**src/rtl/rmcd_pkg.sv**
```systemverilog
package rmcd_pkg;

	localparam int NUM_W  = 24;
	localparam int GEN_W  = 16;
	localparam int KEY_W  = NUM_W + GEN_W;
	localparam int SOFT_W = 5;

	localparam logic [SOFT_W-1:0] SOFT_LIMIT_RST = 5'd8;

	localparam logic [1:0] OP_LOOKUP  = 2'd0;
	localparam logic [1:0] OP_RELEASE = 2'd1;
	localparam logic [1:0] OP_CLEAR   = 2'd2;

	localparam logic [2:0] STAT_HIT         = 3'd0;
	localparam logic [2:0] STAT_INSERTED    = 3'd1;
	localparam logic [2:0] STAT_CREATE_FAIL = 3'd2;
	localparam logic [2:0] STAT_FULL        = 3'd3;
	localparam logic [2:0] STAT_RELEASED    = 3'd4;
	localparam logic [2:0] STAT_REL_MISS    = 3'd5;
	localparam logic [2:0] STAT_CLEARED     = 3'd6;

	typedef struct packed {
		logic [1:0]       op;
		logic [NUM_W-1:0] obj_num;
		logic [GEN_W-1:0] obj_gen;
		logic             create_ok;
	} req_t;

	typedef struct packed {
		logic [2:0]  status;
		logic [3:0]  hit_position;
		logic [15:0] ref_count;
		logic [4:0]  evicted;
		logic [4:0]  occupancy;
	} rsp_t;

	typedef enum logic [2:0] {
		ST_IDLE,
		ST_SEARCH,
		ST_EVICT_RD,
		ST_EVICT_CHK,
		ST_PLACE,
		ST_SHIFT,
		ST_WRITE,
		ST_DONE
	} state_t;

endpackage

```
**src/rtl/refcounted_mru_cache_directory_top.sv**
```systemverilog
// After acceptance a lookup or release searches for its key, while a clear just empties the
// directory. A lookup miss then reads and checks tail entries for eviction and tries to place
// the new entry; a lookup that hits or inserts shifts entries down and writes the front entry,
// a release hit rewrites its entry in place, and each result is handed to the output register.
// Throughput is one transaction at a time; the next is taken once the result is registered.
// Reset empties the directory and sets soft_limit to 8; no clearing pass is needed.
module refcounted_mru_cache_directory_top #(
	parameter int CAPACITY = 16,
	parameter int COUNT_BITS = 16
) (
	input  logic                        clk,
	input  logic                        arst_n,
	input  logic                        req_valid,
	output logic                        req_ready,
	input  rmcd_pkg::req_t              req,
	output logic                        rsp_valid,
	input  logic                        rsp_ready,
	output rmcd_pkg::rsp_t              rsp,
	input  logic                        cfg_we,
	input  logic [rmcd_pkg::SOFT_W-1:0] cfg_wdata
);

	localparam int AW = $clog2(CAPACITY);
	localparam int DW = rmcd_pkg::KEY_W + COUNT_BITS;

	logic [rmcd_pkg::SOFT_W-1:0] soft_limit_q;
	logic                        rsp_valid_q;
	rmcd_pkg::rsp_t              rsp_q;

	logic           start;
	logic           res_valid;
	logic           res_take;
	rmcd_pkg::rsp_t res;
	logic           rd_en;
	logic [AW-1:0]  rd_addr;
	logic [DW-1:0]  rd_data;
	logic           wr_en;
	logic [AW-1:0]  wr_addr;
	logic [DW-1:0]  wr_data;

	assign start     = req_valid && req_ready;
	assign res_take  = res_valid && (!rsp_valid_q || rsp_ready);
	assign rsp_valid = rsp_valid_q;
	assign rsp       = rsp_q;

	always_ff @(posedge clk or negedge arst_n) begin
		if (!arst_n) begin
			soft_limit_q <= rmcd_pkg::SOFT_LIMIT_RST;
			rsp_valid_q  <= 1'b0;
		end else begin
			if (cfg_we) begin
				soft_limit_q <= cfg_wdata;
			end
			if (res_take) begin
				rsp_valid_q <= 1'b1;
			end else if (rsp_ready) begin
				rsp_valid_q <= 1'b0;
			end
		end
	end

	always_ff @(posedge clk) begin
		if (res_take) begin
			rsp_q <= res;
		end
	end

	rmcd_ctrl #(
		.CAPACITY   (CAPACITY),
		.COUNT_BITS (COUNT_BITS)
	) u_ctrl (
		.clk        (clk),
		.arst_n     (arst_n),
		.start      (start),
		.item       (req),
		.soft_limit (soft_limit_q),
		.ready      (req_ready),
		.res_valid  (res_valid),
		.res_take   (res_take),
		.res        (res),
		.rd_en      (rd_en),
		.rd_addr    (rd_addr),
		.rd_data    (rd_data),
		.wr_en      (wr_en),
		.wr_addr    (wr_addr),
		.wr_data    (wr_data)
	);

	rmcd_mem #(
		.DEPTH (CAPACITY),
		.WIDTH (DW)
	) u_mem (
		.clk       (clk),
		.wr_en     (wr_en),
		.wr_addr   (wr_addr),
		.wr_data   (wr_data),
		.rd_en     (rd_en),
		.rd_addr   (rd_addr),
		.rd_data_q (rd_data)
	);

endmodule

```
**src/rtl/rmcd_mem.sv**
```systemverilog
module rmcd_mem #(
	parameter int DEPTH = 16,
	parameter int WIDTH = 56,
	localparam int AW = $clog2(DEPTH)
) (
	input  logic             clk,
	input  logic             wr_en,
	input  logic [AW-1:0]    wr_addr,
	input  logic [WIDTH-1:0] wr_data,
	input  logic             rd_en,
	input  logic [AW-1:0]    rd_addr,
	output logic [WIDTH-1:0] rd_data_q
);

	logic [WIDTH-1:0] mem_q [DEPTH];

	always_ff @(posedge clk) begin
		if (wr_en) begin
			mem_q[wr_addr] <= wr_data;
		end
	end

	always_ff @(posedge clk) begin
		if (rd_en) begin
			rd_data_q <= mem_q[rd_addr];
		end
	end

endmodule

```
**src/rtl/rmcd_ctrl.sv**
```systemverilog
module rmcd_ctrl #(
	parameter int CAPACITY = 16,
	parameter int COUNT_BITS = 16,
	localparam int AW = $clog2(CAPACITY),
	localparam int OW = $clog2(CAPACITY + 1),
	localparam int DW = rmcd_pkg::KEY_W + COUNT_BITS
) (
	input  logic                        clk,
	input  logic                        arst_n,
	input  logic                        start,
	input  rmcd_pkg::req_t              item,
	input  logic [rmcd_pkg::SOFT_W-1:0] soft_limit,
	output logic                        ready,
	output logic                        res_valid,
	input  logic                        res_take,
	output rmcd_pkg::rsp_t              res,
	output logic                        rd_en,
	output logic [AW-1:0]               rd_addr,
	input  logic [DW-1:0]               rd_data,
	output logic                        wr_en,
	output logic [AW-1:0]               wr_addr,
	output logic [DW-1:0]               wr_data
);

	localparam int CW = COUNT_BITS;
	localparam int CMPW = (OW > rmcd_pkg::SOFT_W) ? OW : rmcd_pkg::SOFT_W;
	localparam logic [CW-1:0] CNT_MAX = {CW{1'b1}};
	localparam logic [CW-1:0] CNT_ONE = CW'(1);
	localparam logic [CW-1:0] CNT_ZERO = '0;
	localparam logic [OW-1:0] OCC_FULL = OW'(CAPACITY);
	localparam logic [OW-1:0] OW_ONE = OW'(1);

	rmcd_pkg::state_t state_q, state_d;
	logic [OW-1:0] occ_q, occ_d;
	logic [OW-1:0] idx_q, idx_d;
	logic [OW-1:0] evict_q, evict_d;
	logic          pend_q, pend_d;

	rmcd_pkg::req_t item_q, item_d;
	logic [2:0]     status_q, status_d;
	logic [AW-1:0]  pos_q, pos_d;
	logic [CW-1:0]  cnt_q, cnt_d;
	logic [AW-1:0]  wpos_q, wpos_d;
	logic [AW-1:0]  wdst_q, wdst_d;

	logic [OW-1:0]   idx_m1;
	logic [OW-1:0]   occ_m1;
	logic [CW-1:0]   rd_cnt;
	logic            key_match;
	logic            evict_ok;
	logic [CMPW-1:0] occ_cmp;
	logic [CMPW-1:0] soft_cmp;

	logic [AW+3:0]  pos_wide;
	logic [CW+15:0] cnt_wide;
	logic [OW+4:0]  evict_wide;
	logic [OW+4:0]  occ_wide;

	assign idx_m1    = idx_q - OW_ONE;
	assign occ_m1    = occ_q - OW_ONE;
	assign rd_cnt    = rd_data[CW-1:0];
	assign key_match = rd_data[DW-1:CW] == {item_q.obj_num, item_q.obj_gen};
	assign occ_cmp   = CMPW'(occ_q);
	assign soft_cmp  = CMPW'(soft_limit);
	assign evict_ok  = (occ_q != '0) && (occ_cmp >= soft_cmp);

	assign pos_wide   = {4'b0, pos_q};
	assign cnt_wide   = {16'b0, cnt_q};
	assign evict_wide = {5'b0, evict_q};
	assign occ_wide   = {5'b0, occ_q};

	always_comb begin
		res.status       = status_q;
		res.hit_position = pos_wide[3:0];
		res.ref_count    = cnt_wide[15:0];
		res.evicted      = evict_wide[4:0];
		res.occupancy    = occ_wide[4:0];
	end

	always_comb begin
		state_d   = state_q;
		occ_d     = occ_q;
		idx_d     = idx_q;
		evict_d   = evict_q;
		pend_d    = pend_q;
		item_d    = item_q;
		status_d  = status_q;
		pos_d     = pos_q;
		cnt_d     = cnt_q;
		wpos_d    = wpos_q;
		wdst_d    = wdst_q;
		ready     = 1'b0;
		res_valid = 1'b0;
		rd_en     = 1'b0;
		rd_addr   = '0;
		wr_en     = 1'b0;
		wr_addr   = wpos_q;
		wr_data   = {item_q.obj_num, item_q.obj_gen, cnt_q};

		unique case (state_q)
			rmcd_pkg::ST_IDLE: begin
				ready = 1'b1;
				if (start) begin
					item_d  = item;
					pos_d   = '0;
					cnt_d   = CNT_ZERO;
					evict_d = '0;
					idx_d   = '0;
					pend_d  = 1'b0;
					if (item.op == rmcd_pkg::OP_LOOKUP || item.op == rmcd_pkg::OP_RELEASE) begin
						state_d = rmcd_pkg::ST_SEARCH;
					end else begin
						occ_d    = '0;
						status_d = rmcd_pkg::STAT_CLEARED;
						state_d  = rmcd_pkg::ST_DONE;
					end
				end
			end
			rmcd_pkg::ST_SEARCH: begin
				if (pend_q && key_match) begin
					pos_d  = idx_m1[AW-1:0];
					pend_d = 1'b0;
					if (item_q.op == rmcd_pkg::OP_LOOKUP) begin
						cnt_d    = (rd_cnt == CNT_MAX) ? rd_cnt : rd_cnt + CNT_ONE;
						status_d = rmcd_pkg::STAT_HIT;
						idx_d    = idx_m1;
						wpos_d   = '0;
						state_d  = rmcd_pkg::ST_SHIFT;
					end else begin
						cnt_d    = (rd_cnt == CNT_ZERO) ? CNT_ZERO : rd_cnt - CNT_ONE;
						status_d = rmcd_pkg::STAT_RELEASED;
						wpos_d   = idx_m1[AW-1:0];
						state_d  = rmcd_pkg::ST_WRITE;
					end
				end else if (idx_q < occ_q) begin
					rd_en   = 1'b1;
					rd_addr = idx_q[AW-1:0];
					idx_d   = idx_q + OW_ONE;
					pend_d  = 1'b1;
				end else begin
					pend_d = 1'b0;
					if (item_q.op == rmcd_pkg::OP_LOOKUP) begin
						state_d = rmcd_pkg::ST_EVICT_RD;
					end else begin
						status_d = rmcd_pkg::STAT_REL_MISS;
						state_d  = rmcd_pkg::ST_DONE;
					end
				end
			end
			rmcd_pkg::ST_EVICT_RD: begin
				if (evict_ok) begin
					rd_en   = 1'b1;
					rd_addr = occ_m1[AW-1:0];
					state_d = rmcd_pkg::ST_EVICT_CHK;
				end else begin
					state_d = rmcd_pkg::ST_PLACE;
				end
			end
			rmcd_pkg::ST_EVICT_CHK: begin
				if (rd_cnt == CNT_ZERO) begin
					occ_d   = occ_m1;
					evict_d = evict_q + OW_ONE;
					state_d = rmcd_pkg::ST_EVICT_RD;
				end else begin
					state_d = rmcd_pkg::ST_PLACE;
				end
			end
			rmcd_pkg::ST_PLACE: begin
				if (!item_q.create_ok) begin
					status_d = rmcd_pkg::STAT_CREATE_FAIL;
					state_d  = rmcd_pkg::ST_DONE;
				end else if (occ_q == OCC_FULL) begin
					status_d = rmcd_pkg::STAT_FULL;
					state_d  = rmcd_pkg::ST_DONE;
				end else begin
					status_d = rmcd_pkg::STAT_INSERTED;
					cnt_d    = CNT_ONE;
					idx_d    = occ_q;
					pend_d   = 1'b0;
					wpos_d   = '0;
					occ_d    = occ_q + OW_ONE;
					state_d  = rmcd_pkg::ST_SHIFT;
				end
			end
			rmcd_pkg::ST_SHIFT: begin
				if (pend_q) begin
					wr_en   = 1'b1;
					wr_addr = wdst_q;
					wr_data = rd_data;
				end
				if (idx_q != '0) begin
					rd_en   = 1'b1;
					rd_addr = idx_m1[AW-1:0];
					wdst_d  = idx_q[AW-1:0];
					idx_d   = idx_m1;
					pend_d  = 1'b1;
				end else begin
					pend_d  = 1'b0;
					state_d = rmcd_pkg::ST_WRITE;
				end
			end
			rmcd_pkg::ST_WRITE: begin
				wr_en   = 1'b1;
				wr_addr = wpos_q;
				state_d = rmcd_pkg::ST_DONE;
			end
			rmcd_pkg::ST_DONE: begin
				res_valid = 1'b1;
				if (res_take) begin
					state_d = rmcd_pkg::ST_IDLE;
				end
			end
		endcase
	end

	always_ff @(posedge clk or negedge arst_n) begin
		if (!arst_n) begin
			state_q <= rmcd_pkg::ST_IDLE;
			occ_q   <= '0;
			idx_q   <= '0;
			evict_q <= '0;
			pend_q  <= 1'b0;
		end else begin
			state_q <= state_d;
			occ_q   <= occ_d;
			idx_q   <= idx_d;
			evict_q <= evict_d;
			pend_q  <= pend_d;
		end
	end

	always_ff @(posedge clk) begin
		item_q   <= item_d;
		status_q <= status_d;
		pos_q    <= pos_d;
		cnt_q    <= cnt_d;
		wpos_q   <= wpos_d;
		wdst_q   <= wdst_d;
	end

endmodule

```
**config.mk**
```make
export PLATFORM = sky130hd
export DESIGN_NAME = refcounted_mru_cache_directory_top
export DESIGN_NICKNAME = d
export VERILOG_FILES = /design/src/rtl/rmcd_pkg.sv /design/src/rtl/refcounted_mru_cache_directory_top.sv /design/src/rtl/rmcd_mem.sv /design/src/rtl/rmcd_ctrl.sv
export SDC_FILE = /design/constraint.sdc
export NUM_CORES = 1
export LEC_CHECK = 0
export CAP_MARGIN = 20
export CORE_ASPECT_RATIO = 1.2
export CORE_MARGIN = 8
export CORE_UTILIZATION = 40
export DETAILED_ROUTE_END_ITERATION = 8
export DONT_BUFFER_PORTS = 1
export GPL_TIMING_DRIVEN = 0
export HOLD_SLACK_MARGIN = 0.05
export PLACE_DENSITY_LB_ADDON = 0.2
export REMOVE_ABC_BUFFERS = 1
export SLEW_MARGIN = 10
export SYNTH_ARGS = -nofsm -noshare
export SYNTH_HDL_FRONTEND = slang
export SYNTH_SLANG_ARGS = --single-unit
```
**constraint.sdc**
```tcl
create_clock -name clk -period 4.5 [get_ports clk]
set_clock_uncertainty 0.05 [all_clocks]
set_input_delay 0.45 -clock clk [delete_from_list [all_inputs] [get_ports clk]]
set_output_delay 0.45 -clock clk [all_outputs]
set_load 0.05 [all_outputs]
```
==> Word-level counts from Yosys, hierarchy flattened <==
Memories as Yosys holds them, arrays and structs flattened. A register that Yosys moved wholly into a read port is not among the register bits.
Index checks and enable logic that the tools add are counted.
{ "classes": {"n_lt_le_gt_ge": 2, "n_eq_ne": 24, "n_addsub": 7, "muxes": 80, "reduce_logical": 31} }
{ "ops": {"columns": ["op", "n"], "rows": [
  ["$mux W16", 7],
  ["$mux W56", 2],
  ["$mux W5", 13],
  ["$mux W3", 17],
  ["$mux W4", 12],
  ["$pmux W16 S3", 1],
  ["$eq A40 B40 Y1", 1],
  ["$pmux W3 S8", 1],
  ["$pmux W5 S4", 1],
  ["$add A16 B1 Y16 const B", 1],
  ["$eq A16 B16 Y1 const B", 1],
  ["$logic_not A16 Y1", 1],
  ["$pmux W4 S2", 2],
  ["$sub A16 B1 Y16 const B", 1],
  ["$add A5 B1 Y5 const B", 3],
  ["$pmux W5 S3", 1],
  ["$mux W1", 14],
  ["$eq A3 B3 Y1 const B", 4],
  ["$pmux W4 S3", 1],
  ["$reduce_and A4 Y1", 3],
  ["$ne A2 B2 Y1 const B", 5],
  ["$pmux W5 S2", 1],
  ["$reduce_and A5 Y1", 2],
  ["$reduce_bool A5 Y1", 2],
  ["28 further kinds", 47]
]} }
{ "totals": {"n_memories": 1, "ff_bits": 132, "ram_bits": 896} }
{ "mem_list": {"columns": ["name", "words", "word_bits", "rd", "rd_ports_with_merged_regs", "write_ports", "line", "rtl"], "rows": [
  ["u_mem.mem_q", 16, 56, 1, 1, 1, "rmcd_mem.sv:15", "logic [WIDTH-1:0] mem_q [DEPTH];"]
]} }

==> Logic depth before layout (Yosys ltp) <==
Gate-level depths: netlist of the first run.
{ "logic_depth": {"ltp_word": 5, "ltp_mapped": 14, "mapped_depth_nobuf": 11} }

==> Hierarchy <==
Synthesis of the first run repeated with hierarchy kept, for this count alone.
{ "unflattened": {"hier_cells": 2063, "area_unflattened_um2": 42408.2} }
{ "by_module_without_submodules": {"columns": ["module", "cells_each", "area_each_um2", "instances"], "rows": [
  ["rmcd_mem", 1445, 35238.8, 1],
  ["rmcd_ctrl", 570, 5945.7, 1],
  ["refcounted_mru_cache_directory_top", 48, 1223.7, 1]
]} }

==> Least setup slack after synthesis of the first run <==
Ideal clock, no wire load.
{ "synth_path": {"kind": "reg2reg", "from": "reg u_ctrl.state_q[2]", "to": "mem u_mem.mem_q[0][0] (enable)", "setup_time_ps": 470, "setup_slack_ps": -32, "stages_incl_launch_ff": 8, "synth_period_minus_slack_ps": 4532, "path_buffers": 4, "arrival_ps": 4012, "required_ps": 3980, "cell_sequence": "dfrtp_1 -> clkbuf_1 -> clkbuf_1 -> nand3_1 -> clkbuf_1 -> buf_1 -> a31oi_1 -> nor2_1"} }
{ "synth_via": {"elab_chain_cells": 4, "word_cells_on_any_way": 6, "classes_between": "eq/ne (2); mux (4)"} }
{ "synth_lines": {"columns": ["item", "line", "rtl"], "rows": [
  ["start, declared", "rmcd_ctrl.sv:33", "rmcd_pkg::state_t state_q, state_d;"],
  ["start signal, assigned", "rmcd_ctrl.sv:218", "state_q <= rmcd_pkg::ST_IDLE;"],
  ["start signal, assigned", "rmcd_ctrl.sv:224", "state_q <= state_d;"],
  ["$eq A3 B3 Y1", "rmcd_ctrl.sv:100", "unique case (state_q)"],
  ["$pmux W1 S2", "rmcd_ctrl.sv:100", null],
  ["$mux W1", "rmcd_mem.sv:18", "if (wr_en) begin"],
  ["$mux W1 (not written as such)", "rmcd_mem.sv:19", "mem_q[wr_addr] <= wr_data;"],
  ["end, declared", "rmcd_mem.sv:15", null]
]} }
Several ways; a longest one is shown, not always the timed one.

==> Final worst setup path of the first run <==
{ "layout_path": {"from": "reg u_ctrl.item_q[33] in the netlist's numbering", "to": "reg u_mem.rd_data_q[4], read port of u_mem.mem_q (data pin)"} }
{ "layout_via": {"elab_chain_cells": 4, "word_cells_on_any_way": 6, "classes_between": "eq/ne (1); mux (4); reduce/logical (1)"} }
{ "layout_lines": {"columns": ["item", "line", "rtl"], "rows": [
  ["start, declared", "rmcd_ctrl.sv:39", "rmcd_pkg::req_t item_q, item_d;"],
  ["start signal, assigned", "rmcd_ctrl.sv:233", "item_q <= item_d;"],
  ["$eq A40 B40 Y1 (*)", "rmcd_ctrl.sv:62", "assign key_match = rd_data[DW-1:CW] == {item_q.obj_num, item_q.obj_gen};"],
  ["$logic_and A1 B1 Y1 (*)", "rmcd_ctrl.sv:120", "if (pend_q && key_match) begin"],
  ["$mux W4 or $mux W1 (tied branches)", "rmcd_ctrl.sv:120", null],
  ["$pmux W4 S3 or $pmux W1 S3 (tied branches)", "rmcd_ctrl.sv:100", null],
  ["end, declared", "rmcd_mem.sv:12", "output logic [WIDTH-1:0] rd_data_q"]
]} }
Every way passes the cells marked *; elsewhere a longest branch is shown, timed or not.
A chain may end at the register's enable or synchronous reset.

==> metrics.cfg, run 1 <==
[die]
initial_core_util=0.402
die_height_um=377
fp.dieW_um=316
boundaryPins=88
total_die_area_um2=119000
core.rowCount=132
core_um2=108000

[synthesis]
flops_latches_synth=1084
synth_top_area_frac=0.734
async_reset_ff_frac=0.0231
synth-seq-area-share=0.749
synth_area_per_cell_um2=17.4
synthesis.instances=2487
netlist_top_cells_area=edfxtp_1 (73%), mux2i_1 (7.9%), mux2_2 (3.7%)
synth_area_um2=43300
synth_edf_count=1059
yosys_warn_count=0
synth.largest_area_cell=edfxtp_1
netlist-cell-type-count=66
postSynth.topFlopCell=edfxtp_1

[final_layout]
area.growth.synth_to_final_pct=19.3
final.fill_count=8940
finish.net_count=2744
layoutNonFillerInstCount=4169
multi_input_area_um2=10600
register_area_um2=32400
post_route_cells_drive_above_1_share=0.189

[timing]
post-route-min-period_ns=4.40
setup_viol=0
tightestPinTransition_ns=1.05
max_freq_mhz=227
layout_worst_path_cycle_share=0.978
timing.max_slew.rel_slack=0.300
hold_violations=0
grt_setup_unrepaired=yes
timing.final.max_slew_violations=0

[worst_setup_path]
path_delay_family=simple AND/OR/NAND/NOR gates
worstSetupPathType=reg2reg
rrSetupSlack_ns=0.1
critical_path_end_type=register
slowest_stage=or3b_4
critical_path.max_fanout=32
crit_path_max_incr_delay_ns=0.75
worstSetupStartpointType=register
crit_arrival_ns=4.76
cp_data_required_time_ns=4.86
total_buffers_and_inverters_traversed_by_the_critical_path=3
crit_chain=xnor2_4 -> nand4_1 -> or4_4 -> nor4_4 -> buf_4 -> buf_4 -> o22ai_1 -> or3b_4 -> buf_12 -> o22ai_1 -> or4_1

[global_route]
wire_length_of_the_first_global_routing_pass_um=164000
first_global_vias=24100
grt_use_total=0.186
grt_overflow_total=0
antenna_found_initial=4
grt_start_max_net_pins=37

[power]
power_leakage_uw=0.0165
finalPower_uw=34000
worst_ir_drop_vdd_v=0.000364
power.density_cell_area_nw_per_um2=657

[placement]
routabilityCongestion=0.860
placed_cells=3899
dpl.hpwl_um=71600
port_buffer_count=0

[outcome]
status=complete, but fails checks
failing_checks=DRC

[drt]
vias_per_cell=5.72
detail_route.wl_per_cell_um=27.4
antenna_violating_nets_post_route=0
routed-via-count=23900
drt_wl_total_um=114000
first_iter_violations=2272
detail_route.drc_violations=1
drtPass1Iterations=9

[clocking]
cts_num_sinks=1084
tritoncts.num_buffers=112
clock_insertion_delay_worst_skew_ns=0.69
cts_buffer_depth=3
clk_pin_slew_worst_paths_ns=0.06
htreeDepth=3
clock-root-buffer=clkbuf_16
cts_tree=done

[worst_hold_path]
min-delay-path-class=in2reg

[job]
maxCapViolCount=0

[routing by layer]
metal  global-route usage  vias up  wire (µm)  share of wire
met2                0.300      866      53700           0.47
met4               0.0522        0       2560          0.022
li1                     -    10400          -              -
met5                    0        -          0              0
met3               0.0243      168       6880          0.060
met1                0.266    12400      51100           0.45
[layout make-up]
cell class | count | area share
well taps | 1407 | 0.0341
repair buffers | 201 | 0.0618
flip-flops and latches | 1084 | 0.628
inverters | 25 | 0.00191
clock inverters | 57 | 0.0122
clock buffers | 147 | 0.0578
multi-input cells | 1247 | 0.204
diodes | 1 | 0.0000484
[Yosys cell counts (all sizes together), types with 7 or more instances]
library cell / count
edfxtp: 1059
mux2i: 341
o22ai: 177
mux2: 171
buf: 71
nor2: 69
clkbuf: 61
or4: 58
a22o: 56
nand2: 44
xnor2: 44
o21ai: 34
inv: 25
a21oi: 24
dfrtp: 24
nand4: 21
ha: 20
nand3: 20
a211oi: 15
nor3: 15
nor2b: 13
xor2: 12
a31oi: 9
nor4: 8
a221oi: 7
[sequential cells by signal (all words and copies together), names as in the netlist, 5 cells and up]
| signal | count |
|---|---|
| u_mem.mem_q | 896 |
| u_mem.rd_data_q | 56 |
| u_ctrl.item_q | 43 |
| rsp | 33 |
| u_ctrl.cnt_q | 16 |
| soft_limit_q | 5 |
| u_ctrl.evict_q | 5 |
| u_ctrl.idx_q | 5 |
| u_ctrl.occ_cmp | 5 |
[power by group]
group	total (µW)	internal, µW	switching (µW)
clock	9150	5350	3800
sequential	14700	13500	1190
combinational	10200	4210	5940
total	34000	23000	10900
[cells by family after synthesis]
kind of cell / synth area share
buf+inv: 0.0158
flops: 0.749
mux: 0.123
simple gates: 0.0373
fa+ha+maj: 0.00578
compound gates: 0.0581
xor+xnor: 0.0113
[final timing paths]
| kind | start | cells after the start | endpoint |
|---|---|---|---|
| max | u_ctrl.item_q[33] | 11 | u_mem.rd_data_q[4] |
| min | req_valid | 3 | u_ctrl.state_q[0] |
| max reg2reg | u_ctrl.item_q[33] | 11 | u_mem.rd_data_q[4] |
| min reg2reg | u_ctrl.status_q[1] | 0 | rsp[31] |
| max in group asynchronous | arst_n | 2 | soft_limit_q[3] |
| min in group asynchronous | arst_n | 2 | u_ctrl.idx_q[3] |
[placed cells by master (no fill, tap or decap), types with 12 or more instances in the layout]
master         Yosys  final
clkbuf_1          61     32
bufinv_16          0     12
o22ai_1          177    177
xor2_1            12     12
ha_1              20     20
a211oi_1          15     15
a22o_1            56     56
nor3_1            15     13
dfrtp_1           24     14
edfxtp_1        1059   1059
nand2_1           44     42
buf_12             0     38
nand3_1           20     17
clkinv_2           0     19
nor2_1            69     52
mux2i_1          341    341
o21ai_0           32     30
clkinv_1           0     16
or4_1             57     57
nor2_4             0     17
mux2_1            28     28
clkbuf_16          0    114
dlygate4sd3_1      0     52
xnor2_1           44     32
nand4_1           21     21
buf_8              0     33
mux2_2           143    143
buf_4              2     29
inv_1             25     21
buf_16             0     39
a21oi_1           24     24
[worst min-delay path: stages]
cell	delay, ns
nor2b_1	0.11
a21oi_1	0.05
o221ai_1	0.16
[timing repair]
action / in CTS / in global routing
gates cloned: 2 / 0
resized for setup: 33 / 14
pin swaps: 5 / 5
hold endpoints to repair: 77 / 0
setup buffers: 7 / 5
hold buffers: 53 / 0
setup endpoints to repair: 508 / 35
[per-stage QoR]
step                      worst slack, ns   TNS, ns  area, µm²  utilization  hold WS, ns
after floorplan                    -25.49  -2999.56      42700            -        0.104
after global placement             -35.96         -      44500        0.413        0.105
after detailed placement            -1.27    -96.15      47200        0.438        0.105
after CTS                          0.0112         0      51600        0.479       0.0567
after global routing              -0.0544    -0.216      51700        0.480        0.112
final                              0.0983         0      51700        0.480       0.0788
(Power assumes the default switching activity.)
==> run 2, diff against run 1 <==
Settings changed: CORE_UTILIZATION 40 to 45.
==> metrics.cfg, run 2 (same netlist as run 1, synthesis figures left out) <==
[outcome]
status=complete, no violations

[final_layout]
biggestRegsByFlops=u_mem.mem_q x896, u_mem.rd_data_q x56, u_ctrl.item_q x43
largest_register=u_mem.mem_q
area.growth.synth_to_final_pct=18.2
most-common-layout-cells=edfxtp_1 (1059), mux2i_1 (341), o22ai_1 (177)
post_route_cells_drive_above_1_share=0.186
final_common_cell=edfxtp_1
final_cell_area_um2=51200
antenna_cells=0
layoutNonFillerInstCount=4016
finish.net_count=2742
fin_util=0.537
largest_register_ffs=896

[worst_setup_path]
worstSetupStartpointType=register
crit_path_max_incr_delay_ns=0.59
worstSetupPathType=reg2reg
critical_path.max_fanout=13
cp_data_required_time_ns=4.81
crit_arrival_ns=4.68
crit_top_cell=buf_6
slowest_stage=or4_4
total_buffers_and_inverters_traversed_by_the_critical_path=7
crit_chain=xnor2_2 -> nand4_1 -> or4_4 -> nor4_4 -> buf_6 -> buf_6 -> o31ai_2 -> nor3b_2 -> buf_6 -> buf_6 -> buf_6 -> buf_4 -> buf_6 -> a22o_1 -> or4_1
critical_path_end_type=register
path_delay_family=simple AND/OR/NAND/NOR gates

[power]
power_report.internal_total_uw=22600
netSwitchingPower_uw=10600
power.density_cell_area_nw_per_um2=649
netSwitchingFraction=0.320
power.sequential.fraction=0.441
worst_ir_drop_vdd_v=0.000452
p_clk_frac=0.253
power_leakage_uw=0.0163
combinationalPowerShare=0.305

[timing]
timing.max_slew.rel_slack=0.248
setup_total_negative_slack_ns=0
timing.final.max_slew_violations=0
post-route-min-period_ns=4.37
layout_worst_path_cycle_share=0.971
hold_violations=0
timing.hold.ws_ns=0.165
tightestPinTransition_ns=1.12
max_freq_mhz=229
setup_viol=0

[global_route]
grt_overflow_total=0
antenna_found_initial=0
first_global_vias=23500
wire_length_of_the_first_global_routing_pass_um=157000
grt_use_total=0.197
grt_start_max_net_pins=45

[die]
fp.dieW_um=299
core.rowCount=124
initial_core_util=0.454
die_height_um=356
core_um2=95400
total_die_area_um2=106000
boundaryPins=88

[clocking]
cts_tree=done
clock_insertion_delay_worst_skew_ns=0.68
cts_buffer_depth=3
clock-root-buffer=clkbuf_16
cts_num_sinks=1084
htreeDepth=3
clk_pin_slew_worst_paths_ns=0.07
tritoncts.num_buffers=106

[drt]
first_iter_violations=1907
drtPass1Iterations=5
routed-via-count=23600
detail_route.wl_per_cell_um=27.0
detail_route.drc_violations=0
antenna_violating_nets_post_route=0
vias_per_cell=5.87
drt_wl_total_um=108000

[job]
maxCapViolCount=0

[placement]
routabilityCongestion=0.884
port_buffer_count=0
dpl_cell_area_um2=47000
placed_cells=3752
dpl.hpwl_um=68100

[worst_hold_path]
min-delay-path-class=in2async

==> run 2: what timing repair did <==
| item | CTS | global route |
|---|---|---|
| hold buffers | 53 | 0 |
| endpoints found under the setup margin | 56 | 12 |
| gates cloned | 0 | 1 |
| resized for setup | 56 | 7 |
| buffers inserted | 15 | 7 |
| endpoints found under the hold margin | 78 | 0 |
| pin swaps | 11 | 8 |
==> run 2: final cells by class <==
cell class / count / area [µm²]
Fill cell: 7397 / 44200
Sequential cell: 1084 / 32400
Multi-Input combinational cell: 1246 / 10600
Timing Repair Buffer: 206 / 3180
Clock buffer: 145 / 2880
Tap cell: 1260 / 1580
Clock inverter: 50 / 400
Inverter: 25 / 96.3
==> run 2: metal layers <==
layer  GRT usage  wire [µm]
met5           0          0
met2       0.326      51800
met3      0.0267       5830
met4      0.0574       2580
met1       0.272      48100
==> run 2: power by group through the flow <==
stage	logic [µW]	registers (µW)	clock network, µW
global route	10800	14800	8940
finish	10100	14700	8420
detailed placement	9800	14800	0
CTS	10100	14700	8580
global placement	8280	14900	0
floorplan	6930	14500	0
==> run 2: through the flow <==
stage,total power [µW],setup WS [ns]
after detailed placement,24600,-1.23
after global placement,23200,-35.96
final,33200,0.133
after floorplan,21500,-25.49
after global routing,34500,-0.00276
after CTS,33300,0.00594
==> run 2: path summary, 6_finish.rpt <==
| kind | from | end | slack (ns) | cells past startpoint |
|---|---|---|---|---|
| worst max-delay path | u_ctrl.item_q[12] | u_mem.rd_data_q[4] | 0.13 | 15 |
| worst min-delay path | arst_n | rsp_valid | 0.17 | 2 |
| worst max register to register | u_ctrl.item_q[12] | u_mem.rd_data_q[4] | 0.13 | 15 |
| worst min register to register | u_ctrl.status_q[2] | rsp[32] | 0.37 | 0 |
| max in group asynchronous | arst_n | soft_limit_q[3] | 3.99 | 2 |
| min in group clk | req_valid | u_ctrl.pend_q | 0.19 | 3 |
==> run 3, diff against run 2 <==
Settings changed: ABC_AREA set to 1.
==> metrics.cfg, run 3 <==
[synthesis]
synthMostInstantiatedCell=edfxtp_1
synth_top_area_frac=0.656
synth-seq-area-share=0.669
netlist_top_cells_area=edfxtp_1 (66%), nand3_1 (11%), nand2_1 (6.8%)
postSynth.topFlopCell=edfxtp_1
synth.cells.most_frequent=edfxtp_1 (1059), nand3_1 (1054), nand2_1 (877)
synthesis.instances=4573
yosys_warn_count=0
synth_area_um2=48500
synth_edf_count=1059
flops_latches_synth=1084
synth.largest_area_cell=edfxtp_1
netlist-cell-type-count=49
async_reset_ff_frac=0.0231
synth_area_per_cell_um2=10.6

[clocking]
cts_num_sinks=1084
clock_insertion_delay_worst_skew_ns=0.71
clk_pin_slew_worst_paths_ns=0.06
tritoncts.num_buffers=111
clock-root-buffer=clkbuf_16
cts_tree=done
cts_buffer_depth=3
htreeDepth=3

[final_layout]
fin_util=0.523
final.fill_count=9182
finish.net_count=4703
antenna_cells=0
most-common-layout-cells=edfxtp_1 (1059), nand3_1 (1052), nand2_1 (876)
area.growth.synth_to_final_pct=15.7
post_route_cells_drive_above_1_share=0.0794
register_area_um2=32400
multi_input_area_um2=12300
final_common_cell=edfxtp_1
biggestRegsByFlops=u_mem.mem_q x896, u_mem.rd_data_q x56, u_ctrl.item_q x43
largest_register=u_mem.mem_q
largest_register_ffs=896

[worst_setup_path]
ff_to_ff_start=u_ctrl.item_q[30]
cp_data_required_time_ns=4.86
crit_arrival_ns=4.80
critical_path.max_fanout=66
worstSetupPathType=reg2reg
critical_path.startpoint=u_ctrl.item_q[30]
critical_path_end_type=register
worstSetupStartpointType=register

[timing]
setup_total_negative_slack_ns=0
hold_violations=0
setup_viol=0
timing.hold.ws_ns=0.0897
timing.final.max_slew_violations=0
post-route-min-period_ns=4.44
timing.max_slew.rel_slack=0.201
tightestPinTransition_ns=1.19
max_freq_mhz=225
layout_worst_path_cycle_share=0.986

[global_route]
grt_use_total=0.229
grt_overflow_total=0
grt_start_max_net_pins=109
wire_length_of_the_first_global_routing_pass_um=203000
first_global_vias=31800
antenna_found_initial=0

[worst_hold_path]
hold_path.startpoint=req_valid
min-delay-path-class=in2reg

[die]
boundaryPins=88
die_height_um=376
total_die_area_um2=119000
core.rowCount=132
initial_core_util=0.452
fp.dieW_um=316
core_um2=107000

[power]
power.density_cell_area_nw_per_um2=659
worst_ir_drop_vdd_v=0.000416
power_leakage_uw=0.0224

[drt]
routed-via-count=33600
antenna_violating_nets_post_route=0
vias_per_cell=5.48
drtPass1Iterations=6
first_iter_violations=3455
detail_route.wl_per_cell_um=22.7
detail_route.drc_violations=0
drt_wl_total_um=139000

[placement]
dpl.hpwl_um=76300
port_buffer_count=0
routabilityCongestion=0.880

[outcome]
status=complete, no violations

[job]
maxCapViolCount=0

[run 3: cell types whose count changed after synthesis, moves of 35 or more]
cell	previous run	this run
xnor2_1	44	9
a22o_1	56	0
or4_1	57	0
o22ai_1	177	7
nand3b_1	4	168
inv_1	25	754
mux2i_1	341	1
nand3_1	20	1054
o21ai_0	32	94
buf_2	52	148
nand2_1	44	877
mux2_2	143	1
[run 3: metrics by stage]
stage	area, µm²	cells	setup slack (ns)	total power [µW]
floorplan	47300	4322	-6.98	22700
global route	56100	6129	-0.00115	38800
detailed placement	51400	5834	-0.721	27300
finish	56100	6129	0.0632	37000
global placement	49100	5729	-18.56	26100
CTS	55800	6105	0.0153	36900
[run 3: layout make-up]
type	count	share of cell area
Clock inverter	70	0.0119
Clock buffer	135	0.0519
Tap cell	1407	0.0314
Timing Repair Buffer	189	0.0551
Inverter	768	0.0522
Sequential cell	1084	0.578
Multi-Input combinational cell	2476	0.219
[run 3: critical path, stage by stage, from the launching register on]
cell      delay, ns
edfxtp_1       0.47
nand2_1        0.25
nand4_1        0.18
nor2_1         0.26
nand2_1        0.10
nor2_1         0.16
nand2_2        0.28
nand3_1        0.23
nand3_4        0.43
buf_12         0.38
inv_8          0.37
buf_16         0.41
nand3_1        0.14
nand3_1        0.10
nand2_1        0.18
[run 3: cells by family (layout without fill, tap and decap cells)]
group / Yosys count / in the layout / share of synthesized area
and+or+nand+nor: 2267 / 2273 / 0.220
muxes: 2 / 2 / 0.000439
buffers and inverters: 1019 / 1162 / 0.0836
DFF: 1084 / 1084 / 0.669
xor gates and xnor gates: 29 / 29 / 0.00524
adders and majority gates: 20 / 20 / 0.00516
AOI/OAI and AO/OA: 152 / 152 / 0.0171
[run 3: repair_timing]
item,4_1_cts,5_1_grt
hold buffers,53,0
buffers inserted,2,19
gates cloned,11,4
endpoints found under the setup margin,56,125
gates resized for setup,2,7
pin swaps,2,7
endpoints found under the hold margin,77,0
[run 3: final timing paths]
kind / endpoint / slack (ns) / depth (start not counted)
min in group asynchronous: u_ctrl.state_q[1] / 0.15 / 2
worst min register to register: rsp[31] / 0.37 / 0
worst max-delay path: u_mem.rd_data_q[6] / 0.06 / 14
worst min-delay path: u_ctrl.evict_q[1] / 0.09 / 3
worst max register to register: u_mem.rd_data_q[6] / 0.06 / 14
max in group asynchronous: soft_limit_q[3] / 4.00 / 2
[run 3: power breakdown]
part / total (µW) / leakage, µW / internal, µW / switching (µW)
Combinational: 13100 / 0.0108 / 4010 / 9100
Clock: 9090 / 0.00175 / 5180 / 3910
Sequential: 14700 / 0.00991 / 13700 / 1060
Total: 37000 / 0.0224 / 22900 / 14100
[run 3: per-layer routing]
| metal | global-route usage | share of wire |
|---|---|---|
| met1 | 0.301 | 0.41 |
| met3 | 0.0310 | 0.071 |
| met5 | 0 | 0 |
| met2 | 0.378 | 0.48 |
| met4 | 0.0997 | 0.040 |
